File: src/rtl/sntp_client_sequencer_top_assert.svh
// ----------------------------------------------------------------------------
// SNTP client sequencer - assertion macros
// Shorthand for the concurrent checks at the end of the top level.
// ----------------------------------------------------------------------------
`ifndef SNTP_CLIENT_SEQUENCER_TOP_ASSERT_SVH
`define SNTP_CLIENT_SEQUENCER_TOP_ASSERT_SVH

// Same-cycle implication, switched off while reset is asserted.
`define SCS_ASSERT_IMPL(label, clk, rstn, ante, cons, msg) \
    label: assert property (@(posedge clk) disable iff (!(rstn)) (ante) |-> (cons)) \
        else $error(msg);

// Next-cycle implication, switched off while reset is asserted.
`define SCS_ASSERT_NEXT(label, clk, rstn, ante, cons, msg) \
    label: assert property (@(posedge clk) disable iff (!(rstn)) (ante) |=> (cons)) \
        else $error(msg);

`endif

File: src/rtl/sntp_cs_pkg.sv
// ----------------------------------------------------------------------------
// SNTP client sequencer - package
// Item types, codes and constants shared by the sequencer modules.
// ----------------------------------------------------------------------------
`default_nettype none

package sntp_cs_pkg;

    localparam int CFG_IDX_W  = 3;
    localparam int CFG_DATA_W = 40;
    localparam int TIMEOUT_W  = 40;

    typedef enum logic [2:0] {
        OP_TICK           = 3'd0,
        OP_LOOKUP_PENDING = 3'd1,
        OP_LOOKUP_FOUND   = 3'd2,
        OP_LOOKUP_FAILED  = 3'd3,
        OP_RESPONSE       = 3'd4
    } opcode_t;

    typedef enum logic [1:0] {
        ACT_NONE          = 2'd0,
        ACT_START_LOOKUP  = 2'd1,
        ACT_CLOSE_SOCKET  = 2'd2,
        ACT_UPDATE_ANCHOR = 2'd3
    } action_t;

    typedef enum logic [2:0] {
        ERR_NONE           = 3'd0,
        ERR_LOOKUP_TIMEOUT = 3'd1,
        ERR_REPLY_TIMEOUT  = 3'd2,
        ERR_LOOKUP_FAILED  = 3'd3,
        ERR_SEND_FAILED    = 3'd4,
        ERR_SHORT_REPLY    = 3'd5,
        ERR_ZERO_TIMESTAMP = 3'd6
    } error_t;

    typedef enum logic [2:0] {
        PH_IDLE      = 3'd0,
        PH_RESOLVING = 3'd1,
        PH_WAITING   = 3'd2,
        PH_FAILED    = 3'd3,
        PH_DONE      = 3'd4
    } phase_t;

    typedef enum logic [CFG_IDX_W-1:0] {
        REG_ENABLE         = 3'd0,
        REG_LOOKUP_TIMEOUT = 3'd1,
        REG_REPLY_TIMEOUT  = 3'd2,
        REG_RETRY_WAIT     = 3'd3,
        REG_RESYNC_WAIT    = 3'd4
    } cfg_index_t;

    localparam logic [TIMEOUT_W-1:0] RST_LOOKUP_TIMEOUT = 40'd5_000_000;
    localparam logic [TIMEOUT_W-1:0] RST_REPLY_TIMEOUT  = 40'd5_000_000;
    localparam logic [TIMEOUT_W-1:0] RST_RETRY_WAIT     = 40'd30_000_000;
    localparam logic [TIMEOUT_W-1:0] RST_RESYNC_WAIT    = 40'd3_600_000_000;

    localparam logic [15:0] MIN_REPLY_BYTES   = 16'd48;
    localparam logic [29:0] NS_PER_S          = 30'd1_000_000_000;
    // seconds from the NTP epoch (1900) to the Unix epoch (1970)
    localparam logic [32:0] NTP_UNIX_OFFSET_S = 33'd2_208_988_800;
    // largest round trip whose product with 500 still fits 64 bits
    localparam logic [63:0] RTT_SAT_LIMIT     = 64'd36_893_488_147_419_103;

    typedef struct packed {
        logic [2:0]  opcode;
        logic [63:0] now_us;
        logic        ntp_is_source;
        logic        send_ok;
        logic [15:0] reply_length;
        logic [31:0] tx_seconds;
        logic [31:0] tx_fraction;
    } in_item_t;

    typedef struct packed {
        logic [1:0]  action;
        logic [2:0]  error_code;
        logic [2:0]  phase;
        logic [63:0] anchor_utc_ns;
        logic [63:0] anchor_time_us;
    } out_item_t;

    typedef struct packed {
        logic                  wr_en;
        logic [CFG_IDX_W-1:0]  index;
        logic [CFG_DATA_W-1:0] data;
    } cfg_wr_t;

    // decided outcome of one event, carried alongside the anchor arithmetic
    typedef struct packed {
        action_t action;
        error_t  error_code;
        phase_t  phase;
        logic    anchor;
    } tag_t;

    typedef struct packed {
        tag_t        tag;
        logic [63:0] now_us;
        logic [63:0] sent_us;
        logic [31:0] tx_seconds;
        logic [31:0] tx_fraction;
    } job_t;

endpackage

`default_nettype wire

File: src/rtl/sntp_cs_front.sv
// ----------------------------------------------------------------------------
// SNTP client sequencer - front end
// Holds the registers and the phase state, classifies each event and
// pushes a job describing its outcome into the queue.
// ----------------------------------------------------------------------------
`default_nettype none

module sntp_cs_front import sntp_cs_pkg::*; (
    input  wire logic     aclk,
    input  wire logic     aresetn,
    input  wire cfg_wr_t  cfg_wr,
    input  wire logic     s_valid,
    output logic          s_ready,
    input  wire in_item_t s_data,
    input  wire logic     q_ready,
    output logic          q_push,
    output job_t          q_job
);

    logic                 enable_reg;
    logic [TIMEOUT_W-1:0] lookup_timeout_reg;
    logic [TIMEOUT_W-1:0] reply_timeout_reg;
    logic [TIMEOUT_W-1:0] retry_wait_reg;
    logic [TIMEOUT_W-1:0] resync_wait_reg;

    phase_t      phase_reg,   phase_next;
    logic [63:0] entered_reg, entered_next;
    logic [63:0] sent_reg,    sent_next;

    logic                 accept;
    logic [63:0]          elapsed;
    logic [TIMEOUT_W-1:0] limit;
    logic                 expired;
    tag_t                 tag;

    assign s_ready = q_ready;
    assign accept  = s_valid && q_ready;
    assign q_push  = accept;

    always_ff @(posedge aclk) begin
        if (!aresetn) begin
            enable_reg         <= 1'b0;
            lookup_timeout_reg <= RST_LOOKUP_TIMEOUT;
            reply_timeout_reg  <= RST_REPLY_TIMEOUT;
            retry_wait_reg     <= RST_RETRY_WAIT;
            resync_wait_reg    <= RST_RESYNC_WAIT;
        end else if (cfg_wr.wr_en) begin
            unique case (cfg_wr.index)
                REG_ENABLE:         enable_reg         <= cfg_wr.data[0];
                REG_LOOKUP_TIMEOUT: lookup_timeout_reg <= cfg_wr.data[TIMEOUT_W-1:0];
                REG_REPLY_TIMEOUT:  reply_timeout_reg  <= cfg_wr.data[TIMEOUT_W-1:0];
                REG_RETRY_WAIT:     retry_wait_reg     <= cfg_wr.data[TIMEOUT_W-1:0];
                REG_RESYNC_WAIT:    resync_wait_reg    <= cfg_wr.data[TIMEOUT_W-1:0];
                default: ;
            endcase
        end
    end

    always_ff @(posedge aclk) begin
        if (!aresetn) begin
            phase_reg   <= PH_IDLE;
            entered_reg <= '0;
            sent_reg    <= '0;
        end else begin
            phase_reg   <= phase_next;
            entered_reg <= entered_next;
            sent_reg    <= sent_next;
        end
    end

    // one timer compare serves every timed phase
    assign elapsed = s_data.now_us - entered_reg;

    always_comb begin
        unique case (phase_reg)
            PH_RESOLVING: limit = lookup_timeout_reg;
            PH_WAITING:   limit = reply_timeout_reg;
            PH_FAILED:    limit = retry_wait_reg;
            PH_DONE:      limit = resync_wait_reg;
            PH_IDLE:      limit = '0;
            default:      limit = '0;
        endcase
    end

    assign expired = elapsed >= {24'd0, limit};

    always_comb begin
        phase_next     = phase_reg;
        entered_next   = entered_reg;
        sent_next      = sent_reg;
        tag.action     = ACT_NONE;
        tag.error_code = ERR_NONE;
        tag.anchor     = 1'b0;

        if (accept) begin
            unique case (s_data.opcode)
                OP_TICK: begin
                    if (enable_reg) begin
                        unique case (phase_reg)
                            PH_IDLE: tag.action = ACT_START_LOOKUP;
                            PH_RESOLVING: begin
                                if (expired) begin
                                    tag.error_code = ERR_LOOKUP_TIMEOUT;
                                    phase_next     = PH_FAILED;
                                    entered_next   = s_data.now_us;
                                end
                            end
                            PH_WAITING: begin
                                if (expired) begin
                                    tag.action     = ACT_CLOSE_SOCKET;
                                    tag.error_code = ERR_REPLY_TIMEOUT;
                                    phase_next     = PH_FAILED;
                                    entered_next   = s_data.now_us;
                                end
                            end
                            // back to idle keeps the entry time
                            PH_FAILED: begin
                                if (expired) phase_next = PH_IDLE;
                            end
                            PH_DONE: begin
                                if (s_data.ntp_is_source && expired) phase_next = PH_IDLE;
                            end
                            default: ;
                        endcase
                    end
                end
                OP_LOOKUP_PENDING: begin
                    phase_next   = PH_RESOLVING;
                    entered_next = s_data.now_us;
                end
                OP_LOOKUP_FOUND: begin
                    entered_next = s_data.now_us;
                    if (s_data.send_ok) begin
                        sent_next  = s_data.now_us;
                        phase_next = PH_WAITING;
                    end else begin
                        tag.action     = ACT_CLOSE_SOCKET;
                        tag.error_code = ERR_SEND_FAILED;
                        sent_next      = '0;
                        phase_next     = PH_FAILED;
                    end
                end
                OP_LOOKUP_FAILED: begin
                    tag.error_code = ERR_LOOKUP_FAILED;
                    phase_next     = PH_FAILED;
                    entered_next   = s_data.now_us;
                end
                OP_RESPONSE: begin
                    tag.action   = ACT_CLOSE_SOCKET;
                    entered_next = s_data.now_us;
                    if (s_data.reply_length < MIN_REPLY_BYTES) begin
                        tag.error_code = ERR_SHORT_REPLY;
                        phase_next     = PH_FAILED;
                    end else if (s_data.tx_seconds == '0) begin
                        tag.error_code = ERR_ZERO_TIMESTAMP;
                        phase_next     = PH_FAILED;
                    end else begin
                        tag.action = ACT_UPDATE_ANCHOR;
                        tag.anchor = 1'b1;
                        sent_next  = '0;
                        phase_next = PH_DONE;
                    end
                end
                default: ;
            endcase
        end

        tag.phase = phase_next;
    end

    // the job takes the send time from before this event clears it
    assign q_job.tag         = tag;
    assign q_job.now_us      = s_data.now_us;
    assign q_job.sent_us     = sent_reg;
    assign q_job.tx_seconds  = s_data.tx_seconds;
    assign q_job.tx_fraction = s_data.tx_fraction;

endmodule

`default_nettype wire

File: src/rtl/sntp_cs_queue.sv
// ----------------------------------------------------------------------------
// SNTP client sequencer - job queue
// Short first-in first-out queue between the front and back ends.
// ----------------------------------------------------------------------------
`default_nettype none

module sntp_cs_queue import sntp_cs_pkg::*; #(
    parameter int DEPTH = 4
) (
    input  wire logic aclk,
    input  wire logic aresetn,
    input  wire logic push_valid,
    output logic      push_ready,
    input  wire job_t push_data,
    output logic      pop_valid,
    input  wire logic pop_ready,
    output job_t      pop_data
);

    localparam int PTR_W = (DEPTH > 1) ? $clog2(DEPTH) : 1;
    localparam int CNT_W = $clog2(DEPTH + 1);

    job_t             slots [DEPTH];
    logic [PTR_W-1:0] wr_ptr_reg, wr_ptr_next;
    logic [PTR_W-1:0] rd_ptr_reg, rd_ptr_next;
    logic [CNT_W-1:0] count_reg,  count_next;
    logic             do_push, do_pop;

    assign push_ready = count_reg != CNT_W'(DEPTH);
    assign pop_valid  = count_reg != '0;
    assign do_push    = push_valid && push_ready;
    assign do_pop     = pop_valid && pop_ready;
    assign pop_data   = slots[rd_ptr_reg];

    always_comb begin
        wr_ptr_next = wr_ptr_reg;
        rd_ptr_next = rd_ptr_reg;
        if (do_push) begin
            wr_ptr_next = (wr_ptr_reg == PTR_W'(DEPTH - 1)) ? '0 : wr_ptr_reg + 1'b1;
        end
        if (do_pop) begin
            rd_ptr_next = (rd_ptr_reg == PTR_W'(DEPTH - 1)) ? '0 : rd_ptr_reg + 1'b1;
        end
        unique case ({do_push, do_pop})
            2'b10:   count_next = count_reg + 1'b1;
            2'b01:   count_next = count_reg - 1'b1;
            default: count_next = count_reg;
        endcase
    end

    always_ff @(posedge aclk) begin
        if (!aresetn) begin
            wr_ptr_reg <= '0;
            rd_ptr_reg <= '0;
            count_reg  <= '0;
        end else begin
            wr_ptr_reg <= wr_ptr_next;
            rd_ptr_reg <= rd_ptr_next;
            count_reg  <= count_next;
        end
    end

    always_ff @(posedge aclk) begin
        if (do_push) slots[wr_ptr_reg] <= push_data;
    end

endmodule

`default_nettype wire

File: src/rtl/sntp_cs_back.sv
// ----------------------------------------------------------------------------
// SNTP client sequencer - back end
// Pipeline that turns queued jobs into results: NTP to Unix conversion,
// round-trip correction and the output register.
// ----------------------------------------------------------------------------
`default_nettype none

module sntp_cs_back import sntp_cs_pkg::*; (
    input  wire logic aclk,
    input  wire logic aresetn,
    input  wire logic q_valid,
    output logic      q_pop,
    input  wire job_t q_job,
    output logic      m_valid,
    input  wire logic m_ready,
    output out_item_t m_data
);

    // stage 1: era, epoch offset, round trip
    logic        v1_reg;
    tag_t        tag1_reg;
    logic [31:0] unix_s1_reg;
    logic [31:0] frac1_reg;
    logic [63:0] rtt1_reg;
    logic        corr1_reg;
    logic [63:0] sent1_reg;
    logic [63:0] now1_reg;

    // stage 2: products
    logic        v2_reg;
    tag_t        tag2_reg;
    logic [61:0] p_sec2_reg;
    logic [29:0] frac_ns2_reg;
    logic [63:0] one_way2_reg;
    logic        corr2_reg;
    logic [63:0] a_us2_reg;

    // stage 3: transmit time in ns
    logic        v3_reg;
    tag_t        tag3_reg;
    logic [63:0] t3_reg;
    logic [63:0] one_way3_reg;
    logic        corr3_reg;
    logic [63:0] a_us3_reg;

    logic      m_valid_reg;
    out_item_t m_data_reg;

    logic out_free, free3, free2, free1;
    logic adv3, adv2, adv1;

    logic [32:0] full_s;
    logic [31:0] unix_s;
    logic [63:0] rtt;
    logic        corr;
    logic [61:0] p_sec;
    logic [61:0] frac_prod;
    logic [63:0] one_way;
    logic [63:0] a_us;
    logic [63:0] t3;
    logic [64:0] corr_sum;
    logic [63:0] a_ns;

    // stall chain: a stage moves on when the one after it is free
    assign out_free = !m_valid_reg || m_ready;
    assign adv3     = v3_reg && out_free;
    assign free3    = !v3_reg || out_free;
    assign adv2     = v2_reg && free3;
    assign free2    = !v2_reg || free3;
    assign adv1     = v1_reg && free2;
    assign free1    = !v1_reg || free2;
    assign q_pop    = q_valid && free1;

    always_ff @(posedge aclk) begin
        if (!aresetn) begin
            v1_reg      <= 1'b0;
            v2_reg      <= 1'b0;
            v3_reg      <= 1'b0;
            m_valid_reg <= 1'b0;
        end else begin
            v1_reg      <= q_pop || (v1_reg && !free2);
            v2_reg      <= adv1 || (v2_reg && !free3);
            v3_reg      <= adv2 || (v3_reg && !out_free);
            m_valid_reg <= adv3 || (m_valid_reg && !m_ready);
        end
    end

    // seconds with bit 31 clear belong to the 2036 era
    assign full_s = {~q_job.tx_seconds[31], q_job.tx_seconds};
    assign unix_s = (full_s > NTP_UNIX_OFFSET_S) ? 32'(full_s - NTP_UNIX_OFFSET_S) : '0;
    assign rtt    = q_job.now_us - q_job.sent_us;
    assign corr   = (q_job.sent_us != '0) && (q_job.now_us >= q_job.sent_us);

    always_ff @(posedge aclk) begin
        if (q_pop) begin
            tag1_reg    <= q_job.tag;
            unix_s1_reg <= unix_s;
            frac1_reg   <= q_job.tx_fraction;
            rtt1_reg    <= rtt;
            corr1_reg   <= corr;
            sent1_reg   <= q_job.sent_us;
            now1_reg    <= q_job.now_us;
        end
    end

    assign p_sec     = 62'(unix_s1_reg) * 62'(NS_PER_S);
    assign frac_prod = 62'(frac1_reg) * 62'(NS_PER_S);
    // rtt * 500 as shift and subtract, saturated
    assign one_way   = (rtt1_reg > RTT_SAT_LIMIT) ? '1 :
                       (rtt1_reg << 9) - (rtt1_reg << 3) - (rtt1_reg << 2);
    assign a_us      = corr1_reg ? sent1_reg + {1'b0, rtt1_reg[63:1]} : now1_reg;

    always_ff @(posedge aclk) begin
        if (adv1) begin
            tag2_reg     <= tag1_reg;
            p_sec2_reg   <= p_sec;
            frac_ns2_reg <= frac_prod[61:32];
            one_way2_reg <= one_way;
            corr2_reg    <= corr1_reg;
            a_us2_reg    <= a_us;
        end
    end

    assign t3 = {2'b00, p_sec2_reg} + {34'd0, frac_ns2_reg};

    always_ff @(posedge aclk) begin
        if (adv2) begin
            tag3_reg     <= tag2_reg;
            t3_reg       <= t3;
            one_way3_reg <= one_way2_reg;
            corr3_reg    <= corr2_reg;
            a_us3_reg    <= a_us2_reg;
        end
    end

    assign corr_sum = {1'b0, t3_reg} + {1'b0, one_way3_reg};
    assign a_ns     = corr3_reg ? (corr_sum[64] ? '1 : corr_sum[63:0]) : t3_reg;

    always_ff @(posedge aclk) begin
        if (adv3) begin
            m_data_reg.action         <= tag3_reg.action;
            m_data_reg.error_code     <= tag3_reg.error_code;
            m_data_reg.phase          <= tag3_reg.phase;
            m_data_reg.anchor_utc_ns  <= tag3_reg.anchor ? a_ns : '0;
            m_data_reg.anchor_time_us <= tag3_reg.anchor ? a_us3_reg : '0;
        end
    end

    assign m_valid = m_valid_reg;
    assign m_data  = m_data_reg;

endmodule

`default_nettype wire

File: src/rtl/sntp_client_sequencer_top.sv
// ----------------------------------------------------------------------------
// SNTP client sequencer - top level
// Walks an SNTP query through its phases and turns server replies into
// clock anchors in Unix nanoseconds.
// ----------------------------------------------------------------------------
//   channel   direction  handshake              payload
//   s_        in         s_valid / s_ready      in_item_t  (event and time)
//   m_        out        m_valid / m_ready      out_item_t (action, anchor)
//   cfg_      in         cfg_wr_en only         cfg_index, cfg_data
//
// One event per cycle sustained while the queue has room; the phase and timer
// update is combinational in the front end (elapsed subtract, one timeout
// compare). Results pass the queue, back-end stage regs and output register.
// Reset is synchronous on aresetn low; no clearing pass follows it.
// A stalled m_ fills the back-end pipeline and then the queue; s_ready
// drops only when the queue is full.
// ----------------------------------------------------------------------------
`default_nettype none

`include "sntp_client_sequencer_top_assert.svh"

module sntp_client_sequencer_top import sntp_cs_pkg::*; #(
    parameter int QUEUE_DEPTH = 4
) (
    input  wire logic                  aclk,
    input  wire logic                  aresetn,
    input  wire logic                  cfg_wr_en,
    input  wire logic [CFG_IDX_W-1:0]  cfg_index,
    input  wire logic [CFG_DATA_W-1:0] cfg_data,
    input  wire logic                  s_valid,
    output logic                       s_ready,
    input  wire in_item_t              s_data,
    output logic                       m_valid,
    input  wire logic                  m_ready,
    output out_item_t                  m_data
);

    cfg_wr_t cfg_wr;
    logic    q_push;
    logic    q_ready;
    job_t    q_push_job;
    logic    q_valid;
    logic    q_pop;
    job_t    q_head_job;

    assign cfg_wr.wr_en = cfg_wr_en;
    assign cfg_wr.index = cfg_index;
    assign cfg_wr.data  = cfg_data;

    sntp_cs_front u_front (
        .aclk    (aclk),
        .aresetn (aresetn),
        .cfg_wr  (cfg_wr),
        .s_valid (s_valid),
        .s_ready (s_ready),
        .s_data  (s_data),
        .q_ready (q_ready),
        .q_push  (q_push),
        .q_job   (q_push_job)
    );

    sntp_cs_queue #(
        .DEPTH (QUEUE_DEPTH)
    ) u_queue (
        .aclk       (aclk),
        .aresetn    (aresetn),
        .push_valid (q_push),
        .push_ready (q_ready),
        .push_data  (q_push_job),
        .pop_valid  (q_valid),
        .pop_ready  (q_pop),
        .pop_data   (q_head_job)
    );

    sntp_cs_back u_back (
        .aclk    (aclk),
        .aresetn (aresetn),
        .q_valid (q_valid),
        .q_pop   (q_pop),
        .q_job   (q_head_job),
        .m_valid (m_valid),
        .m_ready (m_ready),
        .m_data  (m_data)
    );

    // an accepted event always leaves at least one job queued
    `SCS_ASSERT_NEXT(a_transfer_fills_queue, aclk, aresetn, s_valid && s_ready, q_valid, "event transfer left the job queue empty")
    `SCS_ASSERT_IMPL(a_anchor_only_in_done, aclk, aresetn, m_valid && (m_data.action == ACT_UPDATE_ANCHOR), m_data.phase == PH_DONE, "anchor update outside phase done")
    `SCS_ASSERT_IMPL(a_anchor_zero_otherwise, aclk, aresetn, m_valid && (m_data.action != ACT_UPDATE_ANCHOR), (m_data.anchor_utc_ns == '0) && (m_data.anchor_time_us == '0), "anchor fields set without anchor update")

endmodule

`default_nettype wire

File: config.mk
export PLATFORM = sky130hd
export DESIGN_NAME = sntp_client_sequencer_top
export DESIGN_NICKNAME = d
export VERILOG_FILES = /design/src/rtl/sntp_cs_pkg.sv /design/src/rtl/sntp_cs_front.sv /design/src/rtl/sntp_cs_queue.sv /design/src/rtl/sntp_cs_back.sv /design/src/rtl/sntp_client_sequencer_top.sv
export VERILOG_INCLUDE_DIRS = /design/src /design/src/rtl
export SDC_FILE = /design/constraint.sdc
export NUM_CORES = 2
export LEC_CHECK = 0
export BUFFER_PORTS_ARGS = -buffer_cell sky130_fd_sc_hd__buf_2
export CELL_PAD_IN_SITES_DETAIL_PLACEMENT = 1
export CELL_PAD_IN_SITES_GLOBAL_PLACEMENT = 2
export CORE_MARGIN = 8
export CORE_UTILIZATION = 45
export CTS_CLUSTER_DIAMETER = 40
export DETAILED_ROUTE_END_ITERATION = 8
export PLACE_DENSITY = 0.86
export SYNTH_ARGS = -nofsm -noshare
export SYNTH_HDL_FRONTEND = slang
export SYNTH_SLANG_ARGS = --single-unit
File: constraint.sdc
create_clock -name aclk -period 22.7 [get_ports aclk]
set_input_delay 0 -clock aclk [delete_from_list [all_inputs] [get_ports aclk]]
set_output_delay 0 -clock aclk [all_outputs]
set_load 0.02 [all_outputs]
==> Flow_metrics.wiki <==
{| class="wikitable"
! Metric !! Value
|-
| Fin. Hold Viols || 0
|-
| Min-Delay Endpoint || u_queue.slots[1][129]$_DFFE_PP_
|-
| Most congested layer reported by global routing || met2
|-
| Residual overflow from global routing || 0
|-
| H-Tree Depth || 5
|-
| Maximum number of pins on one net before global-route repair || 136
|-
| Post-detailed-route count of antenna-violating nets || 0
|-
| DP Cell Count || 13,150
|-
| Minimum period implied by the final worst setup slack || 8.586 ns
|-
| Top-area cell type share of the netlist area || 0.4176
|-
| Setup violations, final || 0
|-
| Post-Syn Area per Cell || 12.13 um2
|-
| Starting density of the core || 0.4514
|-
| Required time reported for the critical path endpoint || 23.30 ns
|-
| Number of clock sinks || 1,931
|-
| Most frequent cells after synthesis || sky130_fd_sc_hd__edfxtp_1 (1,626), sky130_fd_sc_hd__inv_1 (1,194), sky130_fd_sc_hd__ha_1 (960)
|-
| Total vias in the final route || 79,010
|-
| Number of global-route vias before repair || 86,650
|-
| RSZ-0062 raised after global routing || no
|-
| Outcome || finished clean
|-
| Total routed wirelength || 353,000 um
|-
| Cell Rows || 187
|-
| Violation count after the first detailed-routing iteration || 4,971
|-
| Cts bufs inserted || 292
|-
| Maximum operating frequency || 0.1165 GHz
|-
| Largest area contributor in the netlist || sky130_fd_sc_hd__edfxtp_1
|-
| Overall routing resource usage || 0.2500
|-
| Layout area overhead || 16.44%
|-
| Post-synthesis net count || 11,480
|-
| Biggest fanout along the worst timing path || 9
|-
| Sequential fraction of the synthesis area || 0.4698
|-
| Fraction of met1 tracks used by global routing || 0.3126
|-
| Setup Buffers After CTS || 0
|-
| Kind of start point of the critical path || flip-flop
|-
| Top-level I/O count || 335
|-
| Clk pin slew, worst setup/hold paths || 0.06 ns
|-
| Overall die width || 525.7 um
|-
| Dominant synthesized flop cell || sky130_fd_sc_hd__edfxtp_1
|-
| Total negative slack for setup checks || 0 ns
|-
| R2R Path Start || u_back.frac1_reg[13]$_DFFE_PP_
|-
| Leading cell types by total area after synthesis || sky130_fd_sc_hd__edfxtp_1 (42%), sky130_fd_sc_hd__fa_1 (12%), sky130_fd_sc_hd__ha_1 (10%)
|-
| Type of element capturing the critical path || flip-flop
|-
| Count of placed standard cells in the final layout, fillers left out || 14,080
|-
| Detailed placer's ending HPWL || 257,900 um
|-
| Area of the core || 259,000 um2
|-
| Met2 track demand over resource || 0.4372
|-
| Worst reg2reg setup slack || 14.11 ns
|-
| Min-Delay Path Depth || 2
|-
| Overall die height || 525.7 um
|-
| Post-synthesis cell type count || 107
|-
| Share of synthesized flip-flops with an asynchronous set or reset || 0
|-
| Drt drc || 0
|-
| Antenna violations before repair || 36
|-
| Count of state elements after synthesis || 1,931
|-
| Total Die Area || 276,400 um2
|-
| Maxcap violations || 0
|-
| Instance count of the mapped netlist || 9,636
|-
| Number of max-slew violations in the final report || 0
|-
| Final worst path period share || 0.3783
|-
| Later-pin clock latency in the skew report || 0.91 ns
|-
| Reg-to-reg endpoint || u_back.frac_ns2_reg[25]$_DFFE_PP_
|-
| Setup skew after layout || 0.07518 ns
|-
| Number of nets in the final layout || 12,270
|-
| Transition time of the tightest slew-check pin || 1.333 ns
|-
| Most frequently used cell type in the post-synthesis netlist || sky130_fd_sc_hd__edfxtp_1
|-
| Arrival time of the worst setup path || 9.18 ns
|-
| Worst hold path type || primary input to flip-flop
|-
| Count of port buffers added during placement || 330
|-
| M3 GR Usage || 0.03322
|-
| Fraction of layout instances using a drive strength above 1 || 0.1145
|-
| Average routed wire per standard cell || 25.07 um
|-
| Flip-flop count of the largest register after layout || 804
|-
| Number of enable-type register cells in the synthesized netlist || 1,626
|-
| Start point of the worst min-delay path || s_data[83]
|-
| Mapped cell area || 116,900 um2
|-
| Buffer levels on the longest clock path || 4
|-
| Headroom to the max-slew limit || 0.1030
|-
| Via density || 5.610
|-
| Logic depth of the worst register-to-register path || 26
|-
| DR pass1 iterations || 5
|-
| Global-route wire length before repair || 534,800 um
|-
| Clock tree from TritonCTS || done
|-
| Weighted congestion at the end of routability-driven global placement || 0.9091
|-
| Minimum hold slack || 0.07016 ns
|-
| Critical path type || flip-flop to flip-flop
|-
| Library cell used as clock root buffer || sky130_fd_sc_hd__clkbuf_16
|-
| Yosys warns || 0
|}
==> how the worst max path moves through the flow <==
stage | depth (start not counted) | slack, ns | to | from
6_report | 26 | 14.11 | u_back.frac_ns2_reg[25]$_DFFE_PP_ | u_back.frac1_reg[13]$_DFFE_PP_
5_1_grt | 28 | 13.67 | u_front.entered_reg[28]$_SDFFE_PN0P_ | u_front.entered_reg[10]$_SDFFE_PN0P_
3_5_place_dp | 26 | 14.09 | u_back.frac_ns2_reg[25]$_DFFE_PP_ | u_back.frac1_reg[13]$_DFFE_PP_
3_3_place_gp | 26 | 14.24 | u_back.frac_ns2_reg[25]$_DFFE_PP_ | u_back.frac1_reg[13]$_DFFE_PP_
2_1_floorplan | 9 | 6.32 | u_queue.count_reg[2]$_SDFFE_PN0P_ | u_back.m_valid$_SDFF_PN0_
4_1_cts | 26 | 14.06 | u_back.frac_ns2_reg[25]$_DFFE_PP_ | u_back.frac1_reg[13]$_DFFE_PP_
==> area by class of cell <==
type | instances | area, um2
sequential | 1931 | 54940
multi-input combinational | 6221 | 56180
inverter | 1196 | 4494
fill | 26580 | 122900
clock inverter | 203 | 2565
antenna | 16 | 40.04
tap | 3402 | 4257
timing repair buffer | 783 | 6101
clock buffer | 331 | 7565
==> cell usage in the layout (no fill, tap or decap), types with 31 or more instances in the layout <==
cell and count:
sky130_fd_sc_hd__a31oi_1 50, sky130_fd_sc_hd__clkbuf_16 293, sky130_fd_sc_hd__nand4_1 84, sky130_fd_sc_hd__o21ai_0 312, sky130_fd_sc_hd__nand2b_1 69, sky130_fd_sc_hd__bufinv_16 33
sky130_fd_sc_hd__nor3_1 77, sky130_fd_sc_hd__a221oi_1 35, sky130_fd_sc_hd__and3_1 59, sky130_fd_sc_hd__a21o_1 234, sky130_fd_sc_hd__buf_4 60, sky130_fd_sc_hd__a21oi_1 674
sky130_fd_sc_hd__o21a_1 68, sky130_fd_sc_hd__mux2i_1 92, sky130_fd_sc_hd__xnor2_1 253, sky130_fd_sc_hd__edfxtp_1 1626, sky130_fd_sc_hd__dlygate4sd3_1 388, sky130_fd_sc_hd__a211oi_1 48
sky130_fd_sc_hd__inv_6 46, sky130_fd_sc_hd__nor4_1 41, sky130_fd_sc_hd__mux2_2 52, sky130_fd_sc_hd__fa_1 683, sky130_fd_sc_hd__clkinvlp_4 31, sky130_fd_sc_hd__mux4_2 201
sky130_fd_sc_hd__o21bai_1 54, sky130_fd_sc_hd__buf_2 329, sky130_fd_sc_hd__ha_1 960, sky130_fd_sc_hd__xor2_1 141, sky130_fd_sc_hd__nand2_1 867, sky130_fd_sc_hd__nand3_1 220
sky130_fd_sc_hd__nor2_1 329, sky130_fd_sc_hd__or3_1 37, sky130_fd_sc_hd__and2_1 111, sky130_fd_sc_hd__nor2b_1 76, sky130_fd_sc_hd__inv_1 1193, sky130_fd_sc_hd__dfxtp_1 303
==> worst max-delay path, cell delays in order (launching register included) <==
cell and delay [ns]:
sky130_fd_sc_hd__edfxtp_1 0.66, sky130_fd_sc_hd__ha_1 0.41, sky130_fd_sc_hd__inv_1 0.11, sky130_fd_sc_hd__fa_1 0.56, sky130_fd_sc_hd__inv_1 0.07, sky130_fd_sc_hd__fa_1 0.51
sky130_fd_sc_hd__inv_1 0.06, sky130_fd_sc_hd__fa_1 0.50, sky130_fd_sc_hd__fa_1 0.51, sky130_fd_sc_hd__inv_1 0.05, sky130_fd_sc_hd__fa_1 0.47, sky130_fd_sc_hd__fa_1 0.48
sky130_fd_sc_hd__ha_1 0.33, sky130_fd_sc_hd__a21o_1 0.18, sky130_fd_sc_hd__a21o_1 0.18, sky130_fd_sc_hd__a21oi_1 0.27, sky130_fd_sc_hd__o31a_1 0.16, sky130_fd_sc_hd__o41ai_1 0.07
sky130_fd_sc_hd__buf_4 0.17, sky130_fd_sc_hd__a311oi_1 0.54, sky130_fd_sc_hd__o22ai_1 0.29, sky130_fd_sc_hd__a221o_1 0.42, sky130_fd_sc_hd__o211a_1 0.31, sky130_fd_sc_hd__a2111o_1 0.43
sky130_fd_sc_hd__a31oi_1 0.27, sky130_fd_sc_hd__o21bai_1 0.11, sky130_fd_sc_hd__xor2_1 0.17
==> kinds of logic after synthesis <==
| kind of cell | Yosys count | synth area share |
|---|---|---|
| xor gates and xnor gates | 394 | 0.02951 |
| and+or+nand+nor | 2074 | 0.08381 |
| AOI/OAI and AO/OA | 1765 | 0.09502 |
| muxes | 345 | 0.05160 |
| buffers and inverters | 1484 | 0.05055 |
| adders and majority gates | 1643 | 0.2197 |
| DFF | 1931 | 0.4698 |
==> timing repair <==
item	CTS	global route
hold buffers	388	0
hold endpoints to repair	995	0
endpoints found under the setup margin	0	0
resized for setup	0	0
==> metrics by stage <==
step	util	setup slack [ns]	instance area, um2
2_1_floorplan	-	6.319	116900
3_3_place_gp	0.4714	14.24	122100
3_5_place_dp	0.4714	14.09	122100
4_1_cts	0.5255	14.06	136100
5_1_grt	0.5255	13.67	136100
6_report	0.5256	14.11	136100
==> routing by layer <==
metal,share of wire,vias up
met5,0.00039,-
met4,0.047,22
met3,0.045,637
met2,0.50,2031
met1,0.41,40410
li1,-,35910
Power is left out: the tool's default activity adds up to more than one toggle a clock period on the data nets, which glitch-free logic cannot reach.
